--- config.mk ---
export PLATFORM = sky130hd
export DESIGN_NAME = netbios_name_decoder
export DESIGN_NICKNAME = d
export VERILOG_FILES = /design/src/rtl/core/nbnd_pkg.sv /design/src/rtl/core/nbnd_trim.sv /design/src/rtl/core/netbios_name_decoder.sv
export SDC_FILE = /design/constraint.sdc
export NUM_CORES = 1
export LEC_CHECK = 0
export BUFFER_PORTS_ARGS = -buffer_cell sky130_fd_sc_hd__clkbuf_2
export CAP_MARGIN = 30
export CORE_MARGIN = 2
export CORE_UTILIZATION = 56
export DETAILED_ROUTE_END_ITERATION = 8
export PLACE_DENSITY_LB_ADDON = 0.15
export RECOVER_POWER = 50
export SETUP_SLACK_MARGIN = 0.05
export SLEW_MARGIN = 30
export SYNTH_ARGS = -nofsm -noshare
export SYNTH_HDL_FRONTEND = slang
export SYNTH_SLANG_ARGS = --single-unit
--- constraint.sdc ---
create_clock -name clk -period 4.1 [get_ports clk]
set_input_delay 0.205 -clock clk [delete_from_list [all_inputs] [get_ports clk]]
set_output_delay 0.205 -clock clk [all_outputs]
set_load 0.05 [all_outputs]
--- src/rtl/core/nbnd_pkg.sv ---
// ----------------------------------------------------------------------------
// NetBIOS name decoder package
// Shared types, character constants and the pair decode function.
// ----------------------------------------------------------------------------
package nbnd_pkg;

	localparam int NBND_NAME_BYTES = 16;
	localparam int NBND_IDX_W      = $clog2(NBND_NAME_BYTES);

	typedef logic [7:0]            nbnd_byte_t;
	typedef logic [8:0]            nbnd_len_t;
	typedef logic [NBND_IDX_W-1:0] nbnd_idx_t;

	typedef enum logic [1:0] {
		ST_OK      = 2'd0,
		ST_BAD_LEN = 2'd1,
		ST_BLANK   = 2'd2,
		ST_TRUNC   = 2'd3
	} nbnd_status_t;

	typedef struct packed {
		logic      blank;
		nbnd_idx_t top;
	} nbnd_trim_t;

	localparam nbnd_byte_t NBND_FIRST_LEN  = 8'd32;
	localparam nbnd_byte_t NBND_CHAR_A     = 8'h41;
	localparam nbnd_byte_t NBND_CHAR_SPACE = 8'h20;
	localparam nbnd_byte_t NBND_CHAR_DOT   = 8'h2E;
	localparam nbnd_byte_t NBND_NIBBLE_MSK = 8'd15;
	localparam nbnd_len_t  NBND_MAX_LEN_RST = 9'd256;

	function automatic nbnd_byte_t nbnd_decode_pair(input nbnd_byte_t hi, input nbnd_byte_t lo);
		nbnd_byte_t hi_d;
		nbnd_byte_t lo_d;
		hi_d = hi - NBND_CHAR_A;
		lo_d = lo - NBND_CHAR_A;
		return {hi_d[3:0], 4'b0000} | lo_d;
	endfunction

endpackage

--- src/rtl/core/nbnd_trim.sv ---
// ----------------------------------------------------------------------------
// NetBIOS name trim search
// Finds the last name byte that is neither a space nor zero.
// ----------------------------------------------------------------------------
module nbnd_trim (
	input  nbnd_pkg::nbnd_byte_t bytes [nbnd_pkg::NBND_NAME_BYTES],
	output nbnd_pkg::nbnd_trim_t trim
);
	import nbnd_pkg::*;

	always_comb begin
		trim.blank = 1'b1;
		trim.top   = '0;
		for (int i = 0; i < NBND_NAME_BYTES; i++) begin
			if (bytes[i] != NBND_CHAR_SPACE && bytes[i] != 8'd0) begin
				trim.blank = 1'b0;
				trim.top   = NBND_IDX_W'(i);
			end
		end
	end

endmodule

--- src/rtl/core/netbios_name_decoder.sv ---
// ----------------------------------------------------------------------------
// NetBIOS name decoder
// Decodes an encoded NetBIOS name field into the printable dotted name.
// ----------------------------------------------------------------------------
// The encoded field enters on the s_ stream one byte per request, with
// s_tuser set on the length byte that opens a new name. Decoded bytes leave
// on the m_ stream: tdata carries the byte and the running length, tuser the
// status and tlast marks the final result of a name. The cfg channel writes
// the maximum name length and is always ready.
// A request is held in an input register and decoded into the output
// register once that register is free. One request is taken every cycle
// while the receiver is ready, except after the last character of the
// first-level name: the trimmed name of up to 16 bytes is then sent one
// byte per cycle from internal storage while the receiver is ready, and
// new requests wait in the input register until it has been sent.
// When the receiver stalls, the output register holds its result, one more
// request is taken into the input register and then s_tready falls.
// Reset empties both registers, returns to idle and sets the maximum length
// to 256.
// ----------------------------------------------------------------------------
module netbios_name_decoder (
	input  logic                 clk,
	input  logic                 arst_n,
	input  logic                 cfg_valid,
	output logic                 cfg_ready,
	input  nbnd_pkg::nbnd_len_t  cfg_data,
	input  logic                 s_tvalid,
	output logic                 s_tready,
	input  logic [7:0]           s_tdata,   // [7:0] in_byte
	input  logic                 s_tuser,   // [0] start_req
	output logic                 m_tvalid,
	input  logic                 m_tready,
	output logic [23:0]          m_tdata,   // [7:0] out_byte, [16:8] name_length, rest zero
	output logic                 m_tlast,   // last
	output logic [1:0]           m_tuser    // [1:0] status
);
	import nbnd_pkg::*;

	typedef enum logic [2:0] {
		PH_IDLE,
		PH_HIGH,
		PH_LOW,
		PH_LEN,
		PH_DATA,
		PH_BURST
	} phase_t;

	phase_t       phase_q, phase_nxt;
	nbnd_byte_t   held_q, held_nxt;
	logic [4:0]   pair_q, pair_nxt;
	nbnd_byte_t   label_q, label_nxt;
	nbnd_len_t    emitted_q, emitted_nxt;
	logic         cut_q, cut_nxt;
	nbnd_idx_t    bidx_q, bidx_nxt;
	nbnd_idx_t    btop_q, btop_nxt;
	nbnd_len_t    max_len_q;
	nbnd_byte_t   name_q [NBND_NAME_BYTES];
	nbnd_byte_t   trim_bytes [NBND_NAME_BYTES];
	nbnd_trim_t   trim;

	logic         s1_valid;
	nbnd_byte_t   s1_byte;
	logic         s1_start;

	logic         out_free, proc_go, burst_go, out_load, name_we;
	nbnd_byte_t   decoded, o_byte;
	logic         o_last;
	nbnd_status_t o_status;
	nbnd_len_t    o_len, burst_len;
	logic [9:0]   label_sum;

	assign cfg_ready = 1'b1;
	assign out_free  = !m_tvalid || m_tready;
	assign proc_go   = s1_valid && out_free && phase_q != PH_BURST;
	assign burst_go  = phase_q == PH_BURST && out_free;
	assign s_tready  = !s1_valid || proc_go;
	assign decoded   = nbnd_decode_pair(held_q, s1_byte);
	assign burst_len = nbnd_len_t'(bidx_q) + 9'd1;
	assign label_sum = {1'b0, emitted_q} + 10'd1 + {2'b00, s1_byte};

	always_comb begin
		for (int i = 0; i < NBND_NAME_BYTES; i++) begin
			trim_bytes[i] = (i == NBND_NAME_BYTES - 1) ? decoded : name_q[i];
		end
	end

	nbnd_trim u_trim (
		.bytes (trim_bytes),
		.trim  (trim)
	);

	always_comb begin
		phase_nxt   = phase_q;
		held_nxt    = held_q;
		pair_nxt    = pair_q;
		label_nxt   = label_q;
		emitted_nxt = emitted_q;
		cut_nxt     = cut_q;
		bidx_nxt    = bidx_q;
		btop_nxt    = btop_q;
		name_we     = 1'b0;
		out_load    = 1'b0;
		o_byte      = '0;
		o_last      = 1'b0;
		o_status    = ST_OK;
		o_len       = '0;
		if (burst_go) begin
			out_load = 1'b1;
			o_byte   = name_q[bidx_q];
			o_len    = burst_len;
			if (bidx_q == btop_q) begin
				phase_nxt   = PH_LEN;
				emitted_nxt = burst_len;
			end else begin
				bidx_nxt = bidx_q + 1'b1;
			end
		end else if (proc_go) begin
			if (s1_start) begin
				cut_nxt     = 1'b0;
				emitted_nxt = '0;
				label_nxt   = '0;
				pair_nxt    = '0;
				held_nxt    = '0;
				if (s1_byte != NBND_FIRST_LEN) begin
					out_load  = 1'b1;
					o_last    = 1'b1;
					o_status  = ST_BAD_LEN;
					phase_nxt = PH_IDLE;
				end else begin
					phase_nxt = PH_HIGH;
				end
			end else begin
				case (phase_q)
					PH_HIGH: begin
						held_nxt  = s1_byte;
						phase_nxt = PH_LOW;
					end
					PH_LOW: begin
						name_we  = 1'b1;
						pair_nxt = pair_q + 5'd1;
						if (!pair_nxt[4]) begin
							phase_nxt = PH_HIGH;
						end else if (trim.blank) begin
							out_load  = 1'b1;
							o_last    = 1'b1;
							o_status  = ST_BLANK;
							phase_nxt = PH_IDLE;
						end else begin
							bidx_nxt  = '0;
							btop_nxt  = trim.top;
							phase_nxt = PH_BURST;
						end
					end
					PH_LEN: begin
						if (s1_byte == 8'd0) begin
							out_load  = 1'b1;
							o_last    = 1'b1;
							o_status  = cut_q ? ST_TRUNC : ST_OK;
							o_len     = emitted_q;
							phase_nxt = PH_IDLE;
						end else begin
							label_nxt = s1_byte;
							phase_nxt = PH_DATA;
							if (!cut_q) begin
								if (label_sum > {1'b0, max_len_q}) begin
									cut_nxt = 1'b1;
								end else begin
									emitted_nxt = emitted_q + 9'd1;
									out_load    = 1'b1;
									o_byte      = NBND_CHAR_DOT;
									o_len       = emitted_nxt;
								end
							end
						end
					end
					PH_DATA: begin
						if (!cut_q) begin
							emitted_nxt = emitted_q + 9'd1;
							out_load    = 1'b1;
							o_byte      = s1_byte;
							o_len       = emitted_nxt;
						end
						label_nxt = label_q - 8'd1;
						if (label_q == 8'd1) begin
							phase_nxt = PH_LEN;
						end
					end
					default: begin
						phase_nxt = PH_IDLE;
					end
				endcase
			end
		end
	end

	always_ff @(posedge clk or negedge arst_n) begin
		if (!arst_n) begin
			phase_q   <= PH_IDLE;
			held_q    <= '0;
			pair_q    <= '0;
			label_q   <= '0;
			emitted_q <= '0;
			cut_q     <= 1'b0;
			bidx_q    <= '0;
			btop_q    <= '0;
			max_len_q <= NBND_MAX_LEN_RST;
			s1_valid  <= 1'b0;
			m_tvalid  <= 1'b0;
			m_tdata   <= '0;
			m_tlast   <= 1'b0;
			m_tuser   <= '0;
		end else begin
			phase_q   <= phase_nxt;
			held_q    <= held_nxt;
			pair_q    <= pair_nxt;
			label_q   <= label_nxt;
			emitted_q <= emitted_nxt;
			cut_q     <= cut_nxt;
			bidx_q    <= bidx_nxt;
			btop_q    <= btop_nxt;
			if (cfg_valid && cfg_ready) begin
				max_len_q <= cfg_data;
			end
			if (s_tvalid && s_tready) begin
				s1_valid <= 1'b1;
			end else if (proc_go) begin
				s1_valid <= 1'b0;
			end
			if (out_load) begin
				m_tvalid <= 1'b1;
				m_tdata  <= {7'd0, o_len, o_byte};
				m_tlast  <= o_last;
				m_tuser  <= o_status;
			end else if (m_tready) begin
				m_tvalid <= 1'b0;
			end
		end
	end

	always_ff @(posedge clk) begin
		if (s_tvalid && s_tready) begin
			s1_byte  <= s_tdata;
			s1_start <= s_tuser;
		end
		if (name_we) begin
			name_q[pair_q[NBND_IDX_W-1:0]] <= decoded;
		end
	end

endmodule
* After elaboration in Yosys (flattened, before gate mapping)
Memories as Yosys holds them, arrays and structs flattened.
Index checks and enable logic that the tools add are counted.
** Cells by class
- Add/subtract/negate cells :: 9
- Magnitude comparators :: 1
- Equal/unequal tests :: 36
- Multiplexer cells :: 105
- Bitwise operators :: 4
- Reduce and logical (&&, ||, !) cells :: 59
** Operators with widths (count)
- 8-bit by 6-bit != test with 1-bit output (second input constant) :: 17
- 9-bit 2-to-1 mux :: 15
- 8-bit nonzero test :: 16
- 5-bit 2-to-1 mux :: 18
- 8-bit 2-to-1 mux :: 6
- 4-bit 2-to-1 mux :: 9
- 9-bit case mux with 2 select lines :: 2
- 8-bit case mux with 2 select lines :: 2
- 1-bit 2-to-1 mux :: 31
- 3-bit 2-to-1 mux :: 8
- 1-bit logical AND :: 20
- 4-bit != test (second input constant) :: 5
- 6-bit 2-to-1 mux :: 3
- 2-bit nonzero test :: 8
- 2-bit 2-to-1 mux :: 7
- 3-bit case mux with 4 select lines :: 1
- 6-bit AND reduction :: 2
- 10-bit by 8-bit adder with 10-bit output :: 1
- 9-bit by 1-bit adder with 10-bit output (second input constant) :: 1
- 10-bit by 9-bit greater-than comparator with 1-bit output :: 1
- 9-bit by 1-bit adder with 9-bit output (second input constant) :: 1
- 3-bit AND reduction :: 3
- 8-bit by 1-bit == test with 1-bit output (second input constant) :: 1
- 8-bit zero test :: 1
- other kinds (24) :: 35
** Storage, ports and cells
- Flip-flop bits (word level) :: 78
- Memory bits (writable) :: 128
- Input bits :: 23
- Output and inout port bits :: 30
- Logic and storage cells :: 231
- Memories :: 1
** Memory list
- name_q :: words 16, width 8, read ports 16, clocked after Yosys merged registers in 0, wr ports 1, RTL line netbios_name_decoder.sv:57 : nbnd_byte_t name_q [NBND_NAME_BYTES];

* Logic depth before layout (Yosys ltp)
An unclocked memory read counts as a cell.
- Depth after elaboration :: 26
- Gate-level depth with buffers :: 20
- Mapped depth without buffers :: 19

* Cells and area by module
Synthesis repeated with hierarchy kept, for this count alone.
** Second synthesis, totals
- Cell total of the unflattened synthesis :: 808
- Area total of the unflattened synthesis :: 10262.3 sq um
** By module, submodules not included
- netbios_name_decoder :: instances 1, cells each 741, area an instance 9809.4 sq um, seq. area each 5841.9 sq um
- nbnd_trim :: instances 1, cells each 67, area an instance 452.9 sq um, seq. area each 0.0 sq um

* Least setup slack after synthesis
Ideal clock, no wire load.
- Path type :: reg2reg
- From :: reg s1_byte[0]
- To :: reg m_tdata[15]
- Library setup time :: 0.087 ns
- Data arrival time :: 4.067 ns
- Data required time :: 4.013 ns
- Slack :: -0.053 ns
- Cell stages (with the launch flop) :: 21
- Cell sequence :: edfxtp_1 inv_1 ha_1 inv_1 fa_1 a21o_1 a21oi_1 o21bai_1 a21oi_1 o21ai_0 xnor2_1 ha_1 nand3_1 nor3_1 o21a_1 o21ai_0 nor3_4 o31ai_4 buf_4 nand2_1 o211ai_1
** Between the ends
- Longest elaborated chain between the ends :: 11
- Elaborated cells on any way between the ends :: 27
** RTL lines
- from (decl) :: RTL line netbios_name_decoder.sv:62 : nbnd_byte_t s1_byte;
- from (signal assigned) :: RTL line netbios_name_decoder.sv:242 : s1_byte <= s_tdata;
- 8-bit by 7-bit subtractor with 8-bit output * :: RTL line nbnd_pkg.sv:37 : lo_d = lo - NBND_CHAR_A;
- 8-bit bitwise OR * :: RTL line nbnd_pkg.sv:38 : return {hi_d[3:0], 4'b0000} | lo_d;
- via decoded[0] :: RTL line netbios_name_decoder.sv:66 : nbnd_byte_t decoded, o_byte;
- 8-bit by 6-bit != test with 1-bit output / 8-bit nonzero test (equally long branches) :: RTL line nbnd_trim.sv:15 : if (bytes[i] != NBND_CHAR_SPACE && bytes[i] != 8'd0) begin
- 1-bit logical AND * :: RTL line nbnd_trim.sv:15
- 5-bit 2-to-1 mux * :: RTL line nbnd_trim.sv:15
- 1-bit 2-to-1 mux * :: RTL line netbios_name_decoder.sv:143 : end else if (trim.blank) begin
- 1-bit 2-to-1 mux * :: RTL line netbios_name_decoder.sv:141 : if (!pair_nxt[4]) begin
- 1-bit case mux with 3 select lines * :: RTL line netbios_name_decoder.sv:133 : case (phase_q)
- 1-bit 2-to-1 mux * :: RTL line netbios_name_decoder.sv:118 : if (s1_start) begin
- 1-bit 2-to-1 mux * :: RTL line netbios_name_decoder.sv:117 : end else if (proc_go) begin
- 1-bit 2-to-1 mux * :: RTL line netbios_name_decoder.sv:107 : if (burst_go) begin
- to (signal assigned) :: RTL line netbios_name_decoder.sv:231 : m_tdata <= {7'd0, o_len, o_byte};
- to (decl) :: RTL line netbios_name_decoder.sv:33 : output logic [23:0] m_tdata,
Mark *: on every way through the listed nets, which the timed path passes. The rest lies on a longest branch.
A chain may end at the register's enable or synchronous reset.

* Worst setup path after layout
- From :: reg s1_byte[0]
- To :: reg m_tdata[13]
Same word-level chain as after synthesis.

==> qor.yml <==
status: "complete, no violations"
die_h_microns: 139
synth_seq_cells: 206
grt_pass1_wl_microns: 39800
ant_nets: 0
htree_num_levels: 1
antenna_cells: 0
multiInputGateArea_sq_mm: 0.00406
arrival_ps: 4260
wl_met3_microns: 1720
cellPowerDensity_mw_per_mm2: 495
layout_common_cells: "edfxtp_1 (137), nand2_1 (70), dfrtp_1 (67)"
cts-buffers-inserted: 22
start_util: 0.569
min_period_ps: 3840
worst_pin_slew_ps: 958
die_w_microns: 139
nets: 951
slew_headroom: 0.361
ys.flop_type: "edfxtp_1"
place_area_sq_mm: 0.0107
vias_per_cell: 6.33
cp.required_ps: 4520
drv_slew: 0
rsz0062_at_grt: "no"
cts_buffer_depth: 3
max_freq_ghz: 0.260
io_buffers: 44
min_from: "cfg_valid"
maxCapViolCount: 0
min_path_cells: 2
critPathLaunchType: "flop"
antenna_found_initial: 0
syn_area_sq_mm: 0.0102
highest_layer: "met4"
crit_fanout: 8
end_kind: "flop"
gp_congestion: 0.911
routed_wl_microns: 25400
clkLatencyLatePin_ps: 530
root_buffer: "clkbuf_16"
holdPathEnd: "max_len_q[8]"
synth_edf_count: 137
overflow: 0
wl_met1_microns: 10000
layout.cells.non_filler: 1143
synth.distinct_cells: 75
ir_drop_mv: 0.398
fill_cells: 1351
r2r_start: "s1_byte[0]"
worstRegToRegCells: 20
regArea_sq_mm: 0.00584
io-pin-count: 53
first_pass_iters: 5
fp.coreArea_sq_mm: 0.0179
rows: 49
reg2reg_slack_ps: 260
worst_clock_skew_ps: 19.9
grt_use_total: 0.265
setup_slack_ps: 257
route.met2.wl_microns: 12500
hp-class: "input port to flop"
wire_per_inst_microns: 22.2
synthArstFlopShare: 0.335
routed-via-count: 7233
synthCells: 815
syn2layout_area_growth_pct: 14.1
drt_iter0_drc: 658
r2r_end: "m_tdata[13]"
p_total_mw: 5.75
placed_cells: 1082
cts_sinks: 206
grt_max_degree: 70
mostFrequentLayoutCell: "edfxtp_1"
fin_crit_sh: 0.937
yosysSeqAreaShare: 0.574
drc: 0
yosys_warnings: 0
drive_above_1_share: 0.159
worstSetupPathType: "flop to flop"
hold_viol: 0
die_area_sq_mm: 0.0193
power.leakage_nw: 4.28
finalSetupViolations: 0
dp_slack_ps: -47.6
path_clk_slew_ps: 60
cts_tree: "built"
dp_hpwl_microns: 18100
syn-mean-instance-area_sq_um: 12.5
grt_pass1_vias: 7330
fin_area_sq_mm: 0.0116
==> critical path, cell delays in order, from the launching register on <==
cell and delay (ps):
edfxtp_1 380, inv_1 90, ha_1 160, inv_1 60
fa_2 350, a21o_1 180, a21oi_2 170, o21bai_1 100
a21oi_2 180, o21ai_1 100, xnor2_1 160, ha_2 310
nand3_1 70, nor3_1 50, o21a_1 190, o21ai_2 270
nor3_4 100, o31ai_4 480, buf_6 200, nand2_1 60
o211ai_1 100
==> registers in the layout (all words and copies together) (netlist names), 2 cells and up <==
signal	cells
max_len_q	9
phase_q	3
name_q	128
emitted_q	9
s1_byte	8
btop_q	4
pair_q	5
bidx_q	4
m_tuser	2
label_q	8
m_tdata	17
held_q	4
==> per-layer routing <==
layer | track usage | vias to the layer above
li1 | - | 3277
met1 | 0.343 | 3574
met2 | 0.450 | 313
met3 | 0.0432 | 69
met4 | 0.107 | 0
met5 | 0 | -
==> layout make-up <==
class / count / share of cell area
Clock buffer: 34 / 0.0538
Clock inverter: 5 / 0.00517
Timing Repair Buffer: 92 / 0.0508
Sequential cell: 206 / 0.503
Multi-Input combinational cell: 535 / 0.349
Inverter: 42 / 0.0136
Tap cell: 229 / 0.0247
==> power breakdown <==
group          leakage (nW)  switching (mW)  total [mW]  internal (mW)
Combinational          1.84           0.813        1.24          0.428
Clock                 0.334           0.799        1.91           1.11
Sequential             2.11           0.154        2.60           2.44
Total                  4.28            1.77        5.75           3.98
==> synth_stat cells (3+ instances only) <==
cell type  count  area share
inv_1         42       0.015
clkbuf_1      18      0.0066
mux2_2         3      0.0033
nand4_1       12      0.0074
o31ai_1        3      0.0022
dfrtp_1       68        0.17
nor2b_1        3      0.0018
mux4_2        40       0.088
o21ai_0       44       0.022
xnor2_1       10      0.0086
and3_1         9      0.0055
or3_1          7      0.0043
a21oi_1       41       0.020
nor4b_2        3      0.0044
o21a_1         5      0.0037
o211ai_1      11      0.0081
xor2_1        11      0.0095
a222oi_1       4      0.0039
edfxtp_1     137        0.40
nand3_1       25       0.012
o22a_1         3      0.0026
a21o_1         3      0.0022
buf_2          9      0.0044
a22oi_1        3      0.0022
nor4_1        17       0.010
nand2b_1      10      0.0061
a31oi_1        9      0.0055
and2_1         8      0.0049
buf_4          9      0.0066
o21ai_1        3      0.0015
o22ai_1        3      0.0018
a22o_1         5      0.0043
ha_1          28       0.034
nor3_1        32       0.016
nand2_1       70       0.026
o21bai_1       4      0.0029
or4_1          6      0.0044
nor2_1        51       0.019
==> timing repair <==
action | CTS | global route
endpoints found under the hold margin | 87 | 0
buffers inserted | 0 | 2
cloned | 0 | 0
hold buffers | 20 | 0
gates resized for setup | 3 | 8
pin swaps | 2 | 7
setup endpoints to repair | 22 | 29
==> stage by stage <==
step,util,setup TNS [ps],hold WS (ps)
6_report,0.649,0,97.3
5_1_grt,0.649,0,155
4_1_cts,0.649,0,83.0
3_5_place_dp,0.599,-231,384
3_3_place_gp,0.599,0,372
2_1_floorplan,-,0,-90.6
==> how the worst max path moves through the flow <==
stage,slack (ps),endpoint,startpoint,depth (start not counted)
floorplan,80,m_tdata[15],s1_byte[0],20
global placement,120,m_tdata[13],s1_byte[0],20
global route,30,m_tdata[13],emitted_q[0],20
finish,260,m_tdata[13],s1_byte[0],20
CTS,50,m_tdata[13],s1_byte[0],19
detailed placement,-50,m_tdata[13],s1_byte[0],19
==> cell families (layout without fill, tap and decap cells) <==
| family | count (synthesis) | count (layout) | synth area share |
|---|---|---|---|
| adders and majority gates | 29 | 29 | 0.0364 |
| muxes | 44 | 44 | 0.0929 |
| other | 2 | 8 | 0.000737 |
| xor gates and xnor gates | 21 | 21 | 0.0181 |
| and+or+nand+nor | 272 | 272 | 0.143 |
| AOI/OAI and AO/OA | 161 | 161 | 0.102 |
| buffers and inverters | 80 | 173 | 0.0339 |
| DFF | 206 | 206 | 0.574 |
No activity file was read; power rests on OpenSTA's default activity.
